<file path="config.mk">
export PLATFORM = sky130hd
export DESIGN_NAME = co2_dosing_valve_fan_controller_flat
export DESIGN_NICKNAME = d
export VERILOG_FILES = /design/src/rtl/cdvf_pkg.sv /design/src/rtl/cdvf_if.sv /design/src/rtl/cdvf_core.sv /design/src/rtl/co2_dosing_valve_fan_controller.sv /design/src/flat_wrapper.sv
export SDC_FILE = /design/constraint.sdc
export NUM_CORES = 1
export LEC_CHECK = 0
export ABC_AREA = 1
export BUFFER_PORTS_ARGS = -buffer_cell sky130_fd_sc_hd__buf_2
export CORE_MARGIN = 5
export CORE_UTILIZATION = 44
export CTS_CLUSTER_DIAMETER = 120
export CTS_CLUSTER_SIZE = 20
export DETAILED_ROUTE_END_ITERATION = 10
export MAX_ROUTING_LAYER = met4
export PLACE_DENSITY = 0.65
export SKIP_LAST_GASP = 1
export SLEW_MARGIN = 20
export SYNTH_ARGS = -nofsm -noshare
export SYNTH_HDL_FRONTEND = slang
export SYNTH_SLANG_ARGS = --single-unit
</file>
<file path="constraint.sdc">
create_clock -name clk -period 3 [get_ports clk]
set_input_delay 0.9 -clock clk [delete_from_list [all_inputs] [get_ports clk]]
set_output_delay 0.9 -clock clk [all_outputs]
set_load 0.1 [all_outputs]
</file>
<file path="src/rtl/cdvf_pkg.sv">
// shared types, constants and register codes for the co2 dosing valve and fan controller
`timescale 1ns / 1ps

package cdvf_pkg;

  // field widths
  localparam int PpmW     = 14;
  localparam int TickW    = 16;
  localparam int FanW     = 7;
  localparam int CfgIdxW  = 3;
  localparam int CfgDataW = 16;

  // register indexes on the configuration port
  localparam logic [CfgIdxW-1:0] REG_CO2_SETPOINT   = 3'd0;
  localparam logic [CfgIdxW-1:0] REG_SAFETY_LIMIT   = 3'd1;
  localparam logic [CfgIdxW-1:0] REG_COOLDOWN_TICKS = 3'd2;
  localparam logic [CfgIdxW-1:0] REG_OPEN_TICKS     = 3'd3;

  // request op codes
  localparam logic OP_TICK   = 1'b0;
  localparam logic OP_SAMPLE = 1'b1;

  // register reset values
  localparam logic [PpmW-1:0]  SetpointReset = 14'd1500;
  localparam logic [PpmW-1:0]  LimitReset    = 14'd2000;
  localparam logic [TickW-1:0] CooldownReset = 16'd30000;
  localparam logic [TickW-1:0] OpenReset     = 16'd2000;

  localparam logic [FanW-1:0]  FanFull = 7'd100;
  localparam logic [FanW-1:0]  FanOff  = 7'd0;
  localparam logic [TickW-1:0] CntMax  = 16'hFFFF;

  typedef struct packed {
    logic [PpmW-1:0]  co2_setpoint;
    logic [PpmW-1:0]  safety_limit;
    logic [TickW-1:0] cooldown_ticks;
    logic [TickW-1:0] open_ticks;
  } cdvf_cfg_t;

  typedef struct packed {
    logic             valve_state;
    logic             safety_latch;
    logic             fan_on;
    logic [TickW-1:0] open_timer;
    logic [TickW-1:0] since_close;
  } cdvf_state_t;

  typedef struct packed {
    logic            valve_open;
    logic [FanW-1:0] fan_percent;
    logic            safety_vent;
    logic            cooldown_done;
  } cdvf_res_t;

endpackage

</file>
<file path="src/rtl/cdvf_if.sv">
// request and result channel interfaces
`timescale 1ns / 1ps

interface cdvf_in_if;
  import cdvf_pkg::*;
  logic            valid;
  logic            ready;
  logic            op;
  logic [PpmW-1:0] co2_ppm;

  modport source (output valid, output op, output co2_ppm, input ready);
  modport sink   (input valid, input op, input co2_ppm, output ready);
endinterface

interface cdvf_out_if;
  import cdvf_pkg::*;
  logic            valid;
  logic            ready;
  logic            valve_open;
  logic [FanW-1:0] fan_percent;
  logic            safety_vent;
  logic            cooldown_done;

  modport source (output valid, output valve_open, output fan_percent,
                  output safety_vent, output cooldown_done, input ready);
  modport sink   (input valid, input valve_open, input fan_percent,
                  input safety_vent, input cooldown_done, output ready);
endinterface

</file>
<file path="src/rtl/cdvf_core.sv">
// next-state and result logic for one tick or sample request
`timescale 1ns / 1ps

module cdvf_core
  import cdvf_pkg::*;
(
  input  cdvf_cfg_t       cfg,
  input  cdvf_state_t     st,
  input  logic            op,
  input  logic [PpmW-1:0] co2_ppm,
  output cdvf_state_t     st_nxt,
  output cdvf_res_t       res
);

  // state update
  always_comb begin
    st_nxt = st;
    if (op == OP_TICK) begin
      if (st.since_close != CntMax) begin
        st_nxt.since_close = st.since_close + 16'd1;
      end
      if (st.open_timer != '0) begin
        st_nxt.open_timer = st.open_timer - 16'd1;
        // timer runs out with the valve open
        if (st.open_timer == 16'd1 && st.valve_state) begin
          st_nxt.valve_state = 1'b0;
          st_nxt.open_timer  = '0;
          st_nxt.since_close = '0;
        end
      end
    end else if (co2_ppm > cfg.safety_limit) begin
      // safety vent
      st_nxt.fan_on       = 1'b1;
      st_nxt.safety_latch = 1'b1;
      if (st.valve_state) begin
        st_nxt.valve_state = 1'b0;
        st_nxt.open_timer  = '0;
        st_nxt.since_close = '0;
      end
    end else begin
      if (!st.safety_latch) begin
        st_nxt.fan_on = 1'b0;
      end
      if (st.safety_latch && co2_ppm <= cfg.co2_setpoint) begin
        st_nxt.fan_on       = 1'b0;
        st_nxt.safety_latch = 1'b0;
      end
      if (co2_ppm < cfg.co2_setpoint) begin
        // dose once the cooldown has elapsed
        if (!st.valve_state && st.since_close >= cfg.cooldown_ticks) begin
          st_nxt.valve_state = 1'b1;
          st_nxt.open_timer  = (cfg.open_ticks == '0) ? 16'd1 : cfg.open_ticks;
        end
      end else if (st.valve_state) begin
        // early close at or above setpoint
        st_nxt.valve_state = 1'b0;
        st_nxt.open_timer  = '0;
        st_nxt.since_close = '0;
      end
    end
  end

  // result from the updated state
  always_comb begin
    res.valve_open    = st_nxt.valve_state;
    res.fan_percent   = st_nxt.fan_on ? FanFull : FanOff;
    res.safety_vent   = st_nxt.safety_latch;
    res.cooldown_done = (st_nxt.since_close >= cfg.cooldown_ticks);
  end

endmodule

</file>
<file path="src/rtl/co2_dosing_valve_fan_controller.sv">
// co2 dosing valve and fan controller top level
// a result becomes valid once its request moves from the input register into the result register
// throughput: one request per cycle while results are taken; a held result stalls the input
// once the input register behind it is full
// the input register feeds one pass of compare and counter logic into the result register
// reset: synchronous active-low rst_n clears valve, latch, fan, timers and the pipeline
// and returns the configuration registers to their default values
`timescale 1ns / 1ps

module co2_dosing_valve_fan_controller
  import cdvf_pkg::*;
(
  input  logic                clk,
  input  logic                rst_n,
  cdvf_in_if.sink             in_req,
  cdvf_out_if.source          out_res,
  input  logic                cfg_we,
  input  logic [CfgIdxW-1:0]  cfg_idx,
  input  logic [CfgDataW-1:0] cfg_wdata
);

  cdvf_cfg_t       cfg_r;
  cdvf_state_t     st_r;
  cdvf_state_t     st_nxt;
  cdvf_res_t       res_nxt;
  cdvf_res_t       res_r;
  logic            in_vld_r;
  logic            in_op_r;
  logic [PpmW-1:0] in_ppm_r;
  logic            out_vld_r;
  logic            advance;

  // pipeline control
  assign advance      = in_vld_r && (!out_vld_r || out_res.ready);
  assign in_req.ready = !in_vld_r || advance;

  // configuration registers
  always_ff @(posedge clk) begin
    if (!rst_n) begin
      cfg_r.co2_setpoint   <= SetpointReset;
      cfg_r.safety_limit   <= LimitReset;
      cfg_r.cooldown_ticks <= CooldownReset;
      cfg_r.open_ticks     <= OpenReset;
    end else if (cfg_we) begin
      unique case (cfg_idx)
        REG_CO2_SETPOINT:   cfg_r.co2_setpoint   <= cfg_wdata[PpmW-1:0];
        REG_SAFETY_LIMIT:   cfg_r.safety_limit   <= cfg_wdata[PpmW-1:0];
        REG_COOLDOWN_TICKS: cfg_r.cooldown_ticks <= cfg_wdata[TickW-1:0];
        REG_OPEN_TICKS:     cfg_r.open_ticks     <= cfg_wdata[TickW-1:0];
        default: ;
      endcase
    end
  end

  // input register
  always_ff @(posedge clk) begin
    if (!rst_n) begin
      in_vld_r <= 1'b0;
    end else if (in_req.ready) begin
      in_vld_r <= in_req.valid;
    end
  end

  always_ff @(posedge clk) begin
    if (in_req.valid && in_req.ready) begin
      in_op_r  <= in_req.op;
      in_ppm_r <= in_req.co2_ppm;
    end
  end

  cdvf_core u_core (
    .cfg     (cfg_r),
    .st      (st_r),
    .op      (in_op_r),
    .co2_ppm (in_ppm_r),
    .st_nxt  (st_nxt),
    .res     (res_nxt)
  );

  // controller state, updated as each request moves to the result register
  always_ff @(posedge clk) begin
    if (!rst_n) begin
      st_r <= '0;
    end else if (advance) begin
      st_r <= st_nxt;
    end
  end

  // result register
  always_ff @(posedge clk) begin
    if (!rst_n) begin
      out_vld_r <= 1'b0;
    end else if (advance) begin
      out_vld_r <= 1'b1;
    end else if (out_res.ready) begin
      out_vld_r <= 1'b0;
    end
  end

  always_ff @(posedge clk) begin
    if (advance) begin
      res_r <= res_nxt;
    end
  end

  assign out_res.valid         = out_vld_r;
  assign out_res.valve_open    = res_r.valve_open;
  assign out_res.fan_percent   = res_r.fan_percent;
  assign out_res.safety_vent   = res_r.safety_vent;
  assign out_res.cooldown_done = res_r.cooldown_done;

`ifndef SYNTHESIS
  // valve is never open while safety venting
  a_no_open_in_vent: assert property (@(posedge clk) disable iff (!rst_n)
    !(st_r.valve_state && st_r.safety_latch))
    else $error("valve open with safety latch set");

  // one-shot timer runs exactly while the valve is open
  a_timer_tracks_valve: assert property (@(posedge clk) disable iff (!rst_n)
    st_r.valve_state == (st_r.open_timer != '0))
    else $error("open timer out of step with valve");

  // fan follows the safety latch
  a_fan_tracks_latch: assert property (@(posedge clk) disable iff (!rst_n)
    st_r.fan_on == st_r.safety_latch)
    else $error("fan state differs from safety latch");

  // state changes only when a request moves to the result register
  a_state_holds: assert property (@(posedge clk) disable iff (!rst_n)
    !advance |=> $stable(st_r))
    else $error("state changed without a request");
`endif

endmodule
</file>
<file path="src/flat_wrapper.sv">
// flat-port wrapper written by rule: the top's interface ports become plain ports
module co2_dosing_valve_fan_controller_flat import cdvf_pkg::*;
  (clk, rst_n, cfg_we, cfg_idx, cfg_wdata, in_req_valid, in_req_op, in_req_co2_ppm, in_req_ready, out_res_valid, out_res_valve_open, out_res_fan_percent, out_res_safety_vent, out_res_cooldown_done, out_res_ready);
  cdvf_in_if in_req_i ();
  cdvf_out_if out_res_i ();
  input  logic clk;
  input  logic rst_n;
  input  logic cfg_we;
  input  logic [CfgIdxW-1:0] cfg_idx;
  input  logic [CfgDataW-1:0] cfg_wdata;
  input wire logic [$bits(in_req_i.valid)-1:0] in_req_valid;
  input wire logic [$bits(in_req_i.op)-1:0] in_req_op;
  input wire logic [$bits(in_req_i.co2_ppm)-1:0] in_req_co2_ppm;
  output wire logic [$bits(in_req_i.ready)-1:0] in_req_ready;
  output wire logic [$bits(out_res_i.valid)-1:0] out_res_valid;
  output wire logic [$bits(out_res_i.valve_open)-1:0] out_res_valve_open;
  output wire logic [$bits(out_res_i.fan_percent)-1:0] out_res_fan_percent;
  output wire logic [$bits(out_res_i.safety_vent)-1:0] out_res_safety_vent;
  output wire logic [$bits(out_res_i.cooldown_done)-1:0] out_res_cooldown_done;
  input wire logic [$bits(out_res_i.ready)-1:0] out_res_ready;
  assign in_req_i.valid = in_req_valid;
  assign in_req_i.op = in_req_op;
  assign in_req_i.co2_ppm = in_req_co2_ppm;
  assign in_req_ready = in_req_i.ready;
  assign out_res_valid = out_res_i.valid;
  assign out_res_valve_open = out_res_i.valve_open;
  assign out_res_fan_percent = out_res_i.fan_percent;
  assign out_res_safety_vent = out_res_i.safety_vent;
  assign out_res_cooldown_done = out_res_i.cooldown_done;
  assign out_res_i.ready = out_res_ready;
  co2_dosing_valve_fan_controller u_core (.clk(clk), .rst_n(rst_n), .in_req(in_req_i), .out_res(out_res_i), .cfg_we(cfg_we), .cfg_idx(cfg_idx), .cfg_wdata(cfg_wdata));
endmodule
</file>
---- Word level (Yosys, flattened, before mapping) ----
Cells that the tools add are included.
cells by class
  add/sub/neg operators ................... 2
  magnitude comparators ................... 5
  equal/unequal tests ..................... 6
  mux-type cells .......................... 21
  reductions and logical operators ........ 20
operators by type and width
  cell                     count
  $mux W32                 4
  $mux W16                 5
  $mux W35                 1
  $ge A16 B16 Y1           2
  $add A16 B1 Y16 const B  1
  $eq A16 B1 Y1 const B    1
  $logic_not A16 Y1        1
  $ne A16 B16 Y1 const B   1
  $reduce_bool A16 Y1      1
  $sub A16 B1 Y16 const B  1
  $gt A14 B14 Y1           1
  $le A14 B14 Y1           1
  $lt A14 B14 Y1           1
  $mux W1                  8
  $reduce_and A2 Y1        4
  $mux W7                  1
  $eq A3 B2 Y1 const B     2
  $logic_and A1 B1 Y1      5
  $mux W2                  2
  $ne A4 B4 Y1 const B     1
  $reduce_bool A2 Y1       2
  $eq A3 B1 Y1 const B     1
  $logic_not A1 Y1         3
  $logic_not A3 Y1         1
  2 further kinds          3
storage, ports and cells
  register bits ........................... 122
  input bits .............................. 39
  output and inout bits ................... 12
  word-level logic and storage cells ...... 71

---- Depth between registers and ports, before layout ----
Gate-level depths: netlist of run 1.
  depth after elaboration ................. 7
  gate-level depth with buffers ........... 23
  gate-level depth less buffers ........... 22

---- By module ----
A second synthesis of run 1 with hierarchy kept.
unflattened totals
  cell total of the unflattened synthesis .. 1187
  area, all modules ....................... 8079.0 um^2
modules (own cells, without submodules)
  module                           instances  cells each  area an instance (um^2)  sequential area each (um^2)
  co2_dosing_valve_fan_controller  1          551         4605.7                   2692.6
  cdvf_core                        1          636         3473.3                   0.0

---- Least setup slack after synthesis of run 1 ----
No wires, ideal clock.
  path kind ............................... flip-flop to output port
  from .................................... register u_core.out_vld_r (netlist: u_core.out_res.valid)
  to ...................................... output in_req_ready
  arrival ................................. 1947 ps
  required time ........................... 2100 ps
  path slack .............................. 153 ps
  cell stages (with the launch flop) ...... 2
  cells stage by stage .................... dfxtp_1 > nand3_1
between the ends
  word-level cells in the longest chain between the ends .. 4
ends and longest elaborated chain
  what                    RTL line                               source
  start, declared         co2_dosing_valve_fan_controller.sv:30  logic out_vld_r;
  start signal, assigned  co2_dosing_valve_fan_controller.sv:92  out_vld_r <= 1'b0;
  start signal, assigned  co2_dosing_valve_fan_controller.sv:94  out_vld_r <= 1'b1;
  start signal, assigned  co2_dosing_valve_fan_controller.sv:96  out_vld_r <= 1'b0;
  $logic_not A1 Y1        co2_dosing_valve_fan_controller.sv:34  assign advance = in_vld_r && (!out_vld_r || out_res.ready);
  $logic_or A1 B1 Y1      co2_dosing_valve_fan_controller.sv:34
  $logic_and A1 B1 Y1     co2_dosing_valve_fan_controller.sv:34
  $logic_or A1 B1 Y1      co2_dosing_valve_fan_controller.sv:35  assign in_req.ready = !in_vld_r || advance;
  end, declared           flat_wrapper.sv:14                     output wire logic [$bits(in_req_i.ready)-1:0] in_req_ready;
No other way between the ends.

==> results of run 1 <==
==> layout make-up <==
type | instances | area, sq um
repair buffers | 66 | 393
multi-input cells | 755 | 4280
inverters | 159 | 597
clock buffers | 17 | 425
flip-flops and latches | 116 | 2510
clock inverters | 15 | 193
fillers | 1649 | 7970
well taps | 220 | 275
==> synthesized netlist by cell type, drive strengths merged, types with 9 or more instances <==
| cell | number |
|---|---|
| o211ai | 31 |
| buf | 20 |
| nor2 | 86 |
| inv | 158 |
| edfxtp | 19 |
| nand3 | 107 |
| clkbuf | 22 |
| nand2 | 280 |
| ha | 64 |
| nor3 | 22 |
| a21oi | 76 |
| xor2 | 9 |
| dfxtp | 97 |
| nand4 | 15 |
| o21ai | 52 |
==> critical path: stages (launching register included) <==
cell and delay [ns]:
edfxtp_1 0.46, ha_4 0.31, nand2_1 0.06, nor2_2 0.14
inv_1 0.06, nor2_2 0.11, nand2_1 0.08, nand2_2 0.09
inv_2 0.07, nand2_8 0.10, nand2_8 0.10, nand3_4 0.10
nand2_1 0.06, ha_1 0.31, a21oi_2 0.13, o21ai_0 0.09
nand2_1 0.06, o211ai_1 0.08, nand2_1 0.07, nand3_1 0.06
==> timing repair <==
| item | 4_1_cts | 5_1_grt |
|---|---|---|
| resized for setup | 0 | 21 |
| buffers inserted | 0 | 2 |
| endpoints found under the setup margin | 0 | 1 |
==> path summary, 6_finish.rpt <==
| check | startpoint | to | depth (start not counted) |
|---|---|---|---|
| worst min-delay path | u_core.cfg_r[44] | u_core.cfg_r[44] | 2 |
| worst max-delay path | u_core.in_ppm_r[11] | u_core.out_res.cooldown_done | 19 |
| worst max register to register | u_core.in_ppm_r[11] | u_core.out_res.cooldown_done | 19 |
| worst min register to register | u_core.cfg_r[44] | u_core.cfg_r[44] | 2 |
==> through the flow <==
| stage | cells | total power [W] | utilization [%] | area [sq um] | worst slack [ns] |
|---|---|---|---|---|---|
| floorplan | 1071 | 0.00245 | - | 7490 | 0.153 |
| global placement | 1313 | 0.00266 | 47.6 | 7920 | 0.186 |
| detailed placement | 1313 | 0.00267 | 47.6 | 7920 | 0.131 |
| CTS | 1345 | 0.00481 | 51.3 | 8530 | 0.102 |
| global route | 1348 | 0.00505 | 52.1 | 8670 | 0.00930 |
| finish | 1348 | 0.00481 | 52.1 | 8670 | 0.202 |
==> report_power, final <==
part	switching, W	leakage (nW)	internal [W]
logic	0.000624	3.02	0.000311
registers	0.0000718	0.978	0.00167
clock network	0.000805	0.296	0.00132
==> per-layer routing <==
metal,part of all wire [%],GRT usage (%),routed length [um]
met3,4.8,3.54,942
met4,1.5,6.07,291
met5,0,-,0
met1,49,28.3,9440
met2,45,31.4,8750
==> logic make-up after synthesis <==
group	synth area share (%)
and+or+nand+nor	31.7
buffers and inverters	11.0
AOI/OAI and AO/OA	11.9
xor gates and xnor gates	1.05
DFF	33.6
other	0.0501
adders and majority gates	10.7
==> impl_metrics.ini, run 1 <==
[status]
status = completed

[clock_tree]
cts_sinks = 116
numCtsBuffers = 17
root_buffer = clkbuf_16
h-tree-depth = 4
clockBufferDepth = 2
hold_buffers = 0
cts_tree = built
clk_pin_slew_worst_paths_ns = 0.06
insertion_delay_ns = 0.43

[grt]
track_usage_pct = 20.7
first_global_vias = 6401
grt_max_degree = 61
grt_pass1_wl_um = 32200
antenna_found_initial = 0
overflow = 0

[routing]
antenna_left = 0
drcViolationCount = 0
viasPerCell = 5.10
vias = 6877
finalWirelength_um = 19400
wl_per_cell_um = 14.4
initialDrtViolationCount = 532
dr.pass1.iters = 5

[synth]
synth_cell_types = 38
ys_ff_latch = 116
synth_warnings = 0
syn_avg_cell_area_sq_um = 7.00
synthDominantCellAreaShare_pct = 26.0
synth_edf_count = 19
synthesis.area_sq_mm = 0.00748
async_flop_share_pct = 0
netlist.top_cell.by_area = dfxtp_1
yosysSeqAreaShare_pct = 33.6
synth_cells = 1068
synth_area_leaders = dfxtp_1 (26%), nand2_1 (14%), ha_1 (11%), inv_1 (7.7%), edfxtp_1 (7.6%)
synthFlopType = dfxtp_1

[power_and_ir_drop]
vdd.ir_drop.worst_v = 0.000502
p_per_area_mw_per_mm2 = 554
leakage_nw = 4.29

[sta]
fmax_mhz = 357
setup_viol = 0
skew_ns = 0.00813
final.setup.tns_ns = 0
tightest_slew_ns = 0.642
finalCriticalPeriod_ns = 2.80
rsz0062_at_grt = false
slew_headroom_pct = 57.2
hold_viol = 0
slew_viol_final = 0
post-route-period-util_pct = 93.3
fin_hold_ws_ns = 0.459

[setup_path]
worst_ep_arrival_time_ns = 2.97
critPathKind = reg -> reg
worstPathMaxFanout = 8
cp-start-kind = register
endpoint_kind = register
crit_required_ns = 3.17
ff2ff_setup_slack_ns = 0.20

[finish]
diodes = 0
fin_nets = 1218
largest_reg_flops = 60
layout-drive-gt1-share_pct = 14.6
mostFrequentLayoutCells = nand2_1 (269), inv_1 (153), dfxtp_1 (96)
regMostFlops = u_core.cfg_r
top_regs = u_core.cfg_r (60), u_core.st_r (35), u_core.in_ppm_r (14)
final_common_cell = nand2_1
area_growth_pct = 16.0

[floorplanning]
dieHeight_um = 140
row_count = 47
dieArea_sq_mm = 0.0197
fp.dieW_um = 140
start_util_pct = 44.9
coreArea_sq_mm = 0.0166
num_io_pins = 51

[placement]
gp_congestion = 0.886
portBuffers = 46
post-dp-hpwl_um = 14100

[worst_hold_path]
hp-class = reg -> reg

[flow_run]
max_cap_viol_count = 0
(Power assumes the default switching activity.)
==> run 2, diff against run 1 <==
--- a/config.mk
+++ b/config.mk
@@ -13,7 +13,7 @@
 export CTS_CLUSTER_SIZE = 20
 export DETAILED_ROUTE_END_ITERATION = 10
 export MAX_ROUTING_LAYER = met4
-export PLACE_DENSITY = 0.65
+export PLACE_DENSITY = 0.66
 export SKIP_LAST_GASP = 1
 export SLEW_MARGIN = 20
 export SYNTH_ARGS = -nofsm -noshare
==> constraint.sdc (replaced) <==
create_clock -name clk -period 3.15 [get_ports clk]
set_input_delay 0.945 -clock clk [delete_from_list [all_inputs] [get_ports clk]]
set_output_delay 0.945 -clock clk [all_outputs]
set_load 0.1 [all_outputs]
==> impl_metrics.ini, run 2 (same netlist as run 1, synthesis figures left out) <==
[setup_path]
r2r_cells = 14
cp_cell_sequence = ha_1 -> nand2_1 -> nor2_1 -> nand2_1 -> nor2_2 -> inv_1 -> nand2_1 -> o211ai_1 -> nand2_1 -> ha_1 -> a21oi_1 -> o21ai_0 -> a21oi_1 -> nand3_1
cp_slowest_cell = dfxtp_1
slowest_delay_ns = 0.43
crit_required_ns = 3.32
worstPathMaxFanout = 6
critPathKind = reg -> reg
crit_top_cell = nand2_1
worst_ep_arrival_time_ns = 3.01
endpoint_kind = register
cp-start-kind = register

[finish]
final_common_cell = nand2_1
multi_input_area_sq_mm = 0.00416
area_growth_pct = 13.2
fin_nets = 1210
mostFrequentLayoutCells = nand2_1 (269), inv_1 (153), dfxtp_1 (97)
stdcell_count = 1340
ff_latch_area_sq_mm = 0.00251
largest_reg_flops = 60
fillers = 1650
regMostFlops = u_core.cfg_r
layout-drive-gt1-share_pct = 12.6
final_core_util_pct = 50.9
diodes = 0
top_regs = u_core.cfg_r (60), u_core.st_r (35), u_core.in_ppm_r (14)

[clock_tree]
clk_pin_slew_worst_paths_ns = 0.06
numCtsBuffers = 17
h-tree-depth = 4
post-cts-setup-buffers = 0
clockBufferDepth = 2
insertion_delay_ns = 0.42
cts_sinks = 116
cts_resized = 0
hold_buffers = 0
root_buffer = clkbuf_16
cts_tree = built

[floorplanning]
dieHeight_um = 140
row_count = 47
num_io_pins = 51
coreArea_sq_mm = 0.0166
start_util_pct = 44.9
fp.dieW_um = 140
dieArea_sq_mm = 0.0197

[power_and_ir_drop]
vdd.ir_drop.worst_v = 0.000462
leakage_nw = 4.23
p_per_area_mw_per_mm2 = 522

[sta]
setup_viol = 0
fmax_mhz = 352
tightest_slew_ns = 0.676
final.setup.tns_ns = 0
slew_headroom_pct = 54.7
rsz0062_at_grt = false
skew_ns = 0.0123
post-route-period-util_pct = 90.3
hold_viol = 0
fin_hold_ws_ns = 0.460
slew_viol_final = 0
finalCriticalPeriod_ns = 2.84

[routing]
drcViolationCount = 0
dr.pass1.iters = 5
vias = 6783
initialDrtViolationCount = 491
viasPerCell = 5.06
antenna_left = 0
wl_per_cell_um = 14.0
finalWirelength_um = 18800

[worst_hold_path]
whs_path_depth = 2
hp-class = reg -> reg

[grt]
antenna_found_initial = 0
grt_max_degree = 79
first_global_vias = 6270
track_usage_pct = 20.0
overflow = 0
grt_pass1_wl_um = 31100

[placement]
portBuffers = 46
post-dp-hpwl_um = 13900
dp.cells = 1308
gp_congestion = 0.914

[flow_run]
max_cap_viol_count = 0

[status]
status = completed
==> run 2: stage by stage <==
step                total power (W)  setup WS, ns  area [sq um]
floorplan                   0.00234         0.258          7490
global placement            0.00252         0.330          7880
detailed placement          0.00253         0.240          7880
CTS                         0.00445         0.214          8460
global route                0.00465        0.0453          8470
finish                      0.00442         0.305          8470
==> run 2: layout make-up <==
| cell class | instances | share of cell area (%) |
|---|---|---|
| clock inverters | 15 | 1.83 |
| flip-flops and latches | 116 | 29.7 |
| multi-input cells | 754 | 49.2 |
| inverters | 159 | 7.05 |
| well taps | 220 | 3.25 |
| repair buffers | 59 | 4.02 |
| clock buffers | 17 | 5.02 |
==> run 2: per-layer routing <==
metal / vias to the layer above / global-route usage [%] / share of wire, % / wire length, um
li1: 3551 / - / - / -
met1: 3003 / 26.8 / 48 / 9070
met2: 201 / 30.5 / 44 / 8310
met3: 28 / 4.12 / 5.6 / 1040
met4: 0 / 5.97 / 1.8 / 342
met5: - / - / 0 / 0
==> run 2: critical path, delay by kind of cell (launching register included) <==
kind / cells / cell delay [ns]
fa+ha+maj: 2 / 0.48
simple gates: 7 / 0.96
buf+inv: 1 / 0.22
flops: 1 / 0.43
compound gates: 4 / 0.47
==> run 2: worst paths after layout <==
path / from / to / slack [ns]
worst max register to register: u_core.st_r[1] / u_core.out_res.cooldown_done / 0.31
worst min register to register: u_core.cfg_r[55] / u_core.cfg_r[55] / 0.46
worst max-delay path: u_core.st_r[1] / u_core.out_res.cooldown_done / 0.31
worst min-delay path: u_core.cfg_r[55] / u_core.cfg_r[55] / 0.46
==> run 2: where the power goes <==
part	switching (W)	internal (W)	leakage [nW]	total, W
Combinational	0.000571	0.000281	2.97	0.000852
Clock	0.000747	0.00117	0.280	0.00191
Sequential	0.0000669	0.00159	0.978	0.00166
==> run 3, diff against run 2 <==
--- a/config.mk
+++ b/config.mk
@@ -8,12 +8,12 @@
 export ABC_AREA = 1
 export BUFFER_PORTS_ARGS = -buffer_cell sky130_fd_sc_hd__buf_2
 export CORE_MARGIN = 5
-export CORE_UTILIZATION = 44
+export CORE_UTILIZATION = 50
 export CTS_CLUSTER_DIAMETER = 120
 export CTS_CLUSTER_SIZE = 20
 export DETAILED_ROUTE_END_ITERATION = 10
 export MAX_ROUTING_LAYER = met4
-export PLACE_DENSITY = 0.66
+export PLACE_DENSITY = 0.73
 export SKIP_LAST_GASP = 1
 export SLEW_MARGIN = 20
 export SYNTH_ARGS = -nofsm -noshare
==> impl_metrics.ini, run 3 (same netlist as run 1, synthesis figures left out) <==
[power_and_ir_drop]
leakage_nw = 4.22
vdd.ir_drop.worst_v = 0.000425
p_per_area_mw_per_mm2 = 516
p_total_w = 0.00436

[floorplanning]
coreArea_sq_mm = 0.0146
dieHeight_um = 132
num_io_pins = 51
fp.dieW_um = 132
row_count = 44
start_util_pct = 51.3
dieArea_sq_mm = 0.0175

[finish]
mostFrequentLayoutCells = nand2_1 (269), inv_1 (153), dfxtp_1 (96)
final_core_util_pct = 57.9
diodes = 0
finalInstanceArea_sq_mm = 0.00844
fillers = 1362
layout-drive-gt1-share_pct = 12.9
ff_latch_area_sq_mm = 0.00251
largest_reg_flops = 60
area_growth_pct = 12.9
top_regs = u_core.cfg_r (60), u_core.st_r (35), u_core.in_ppm_r (14)
multi_input_area_sq_mm = 0.00421
final_common_cell = nand2_1
regMostFlops = u_core.cfg_r
fin_nets = 1210

[placement]
portBuffers = 46
place_area_sq_mm = 0.00783
gp_congestion = 0.909
post-dp-hpwl_um = 13700
pre_cts_slack_ns = 0.202

[sta]
setup_viol = 0
skew_ns = 0.0151
post-route-period-util_pct = 92.1
hold_viol = 0
fmax_mhz = 345
finalCriticalPeriod_ns = 2.90
slew_headroom_pct = 50.2
tightest_slew_ns = 0.747
slew_viol_final = 0
fin_ws_ns = 0.250

[clock_tree]
clk_pin_slew_worst_paths_ns = 0.06
hold_buffers = 0
insertion_delay_ns = 0.43
numCtsBuffers = 17
cts_sinks = 116
h-tree-depth = 4
post-cts-setup-buffers = 0
cts_resized = 0
root_buffer = clkbuf_16
cts_tree = built
clockBufferDepth = 2

[setup_path]
critPathKind = reg -> reg
worstPathMaxFanout = 17
endpoint_kind = register
r2r_cells = 18
r2r-end = u_core.out_res.cooldown_done
worst_ep_arrival_time_ns = 3.07
rr_startpoint = u_core.in_ppm_r[13]
crit_required_ns = 3.32
cp-start-kind = register
ff2ff_setup_slack_ns = 0.25

[grt]
first_global_vias = 6563
antenna_found_initial = 0
grt_pass1_wl_um = 32400
track_usage_pct = 23.1
overflow = 0
grt_max_degree = 63

[routing]
drcViolationCount = 0
viasPerCell = 5.35
finalWirelength_um = 19500
wl_per_cell_um = 15.0
initialDrtViolationCount = 644
vias = 6977
dr.pass1.iters = 5
antenna_left = 0

[flow_run]
max_cap_viol_count = 0

[worst_hold_path]
hp-start = u_core.cfg_r[47]
hp-class = reg -> reg
holdPathEnd = u_core.cfg_r[47]
whs_path_depth = 2

[status]
status = completed
## run 3: cell count changes in the layout (fill, tap and decap cells not counted), sizes merged
cell      change
clkinvlp      -2
bufinv        -1
clkbuf        +3
inv           -4
clkinv        +4
## run 3: worst max path at each step
stage	from	slack, ns	endpoint	cells after the start
floorplan	u_core.out_res.valid	0.26	in_req_ready	1
global placement	u_core.in_ppm_r[13]	0.31	u_core.out_res.cooldown_done	18
detailed placement	u_core.in_ppm_r[13]	0.20	u_core.out_res.cooldown_done	18
CTS	u_core.in_ppm_r[13]	0.18	u_core.out_res.cooldown_done	18
global route	u_core.in_ppm_r[13]	-0.008	u_core.out_res.cooldown_done	18
finish	u_core.in_ppm_r[13]	0.25	u_core.out_res.cooldown_done	18
## run 3: worst max-delay path: stages (launching register included)
cell      delay [ns]
edfxtp_1        0.40
ha_1            0.31
nand2_1         0.10
nor2_2          0.17
and2_4          0.18
nand2_1         0.08
nand2_4         0.11
nand2_8         0.12
nand2_8         0.10
nand2_8         0.11
nand3_1         0.13
nand2_1         0.07
ha_1            0.28
a21oi_1         0.12
o21ai_0         0.09
nand2_1         0.06
o211ai_1        0.08
nand2_1         0.07
nand3_1         0.06
## run 3: area by class of cell
class | count | area share, %
multi-input combinational | 754 | 49.8
clock buffer | 20 | 5.29
tap | 184 | 2.73
timing repair buffer | 59 | 4.03
sequential | 116 | 29.8
clock inverter | 12 | 1.29
inverter | 159 | 7.07
## run 3: per-layer routing
layer	wire length, um	vias up	GRT usage [%]
met2	8960	221	35.8
met4	566	0	8.37
met1	8760	3150	29.8
met3	1220	50	5.11
met5	0	-	-
li1	-	3556	-
## run 3: power by group
group | internal (W) | total (W) | switching [W]
registers | 0.00159 | 0.00166 | 0.0000678
clock network | 0.00110 | 0.00183 | 0.000730
logic | 0.000285 | 0.000869 | 0.000584
total | 0.00298 | 0.00436 | 0.00138
## run 3: metrics by stage
stage	setup TNS, ns	hold WS [ns]	std cells
global route	-0.00767	0.480	1304
CTS	0	0.459	1304
global placement	0	0.447	1272
detailed placement	0	0.451	1272
finish	0	0.457	1304
floorplan	0	0.433	1071
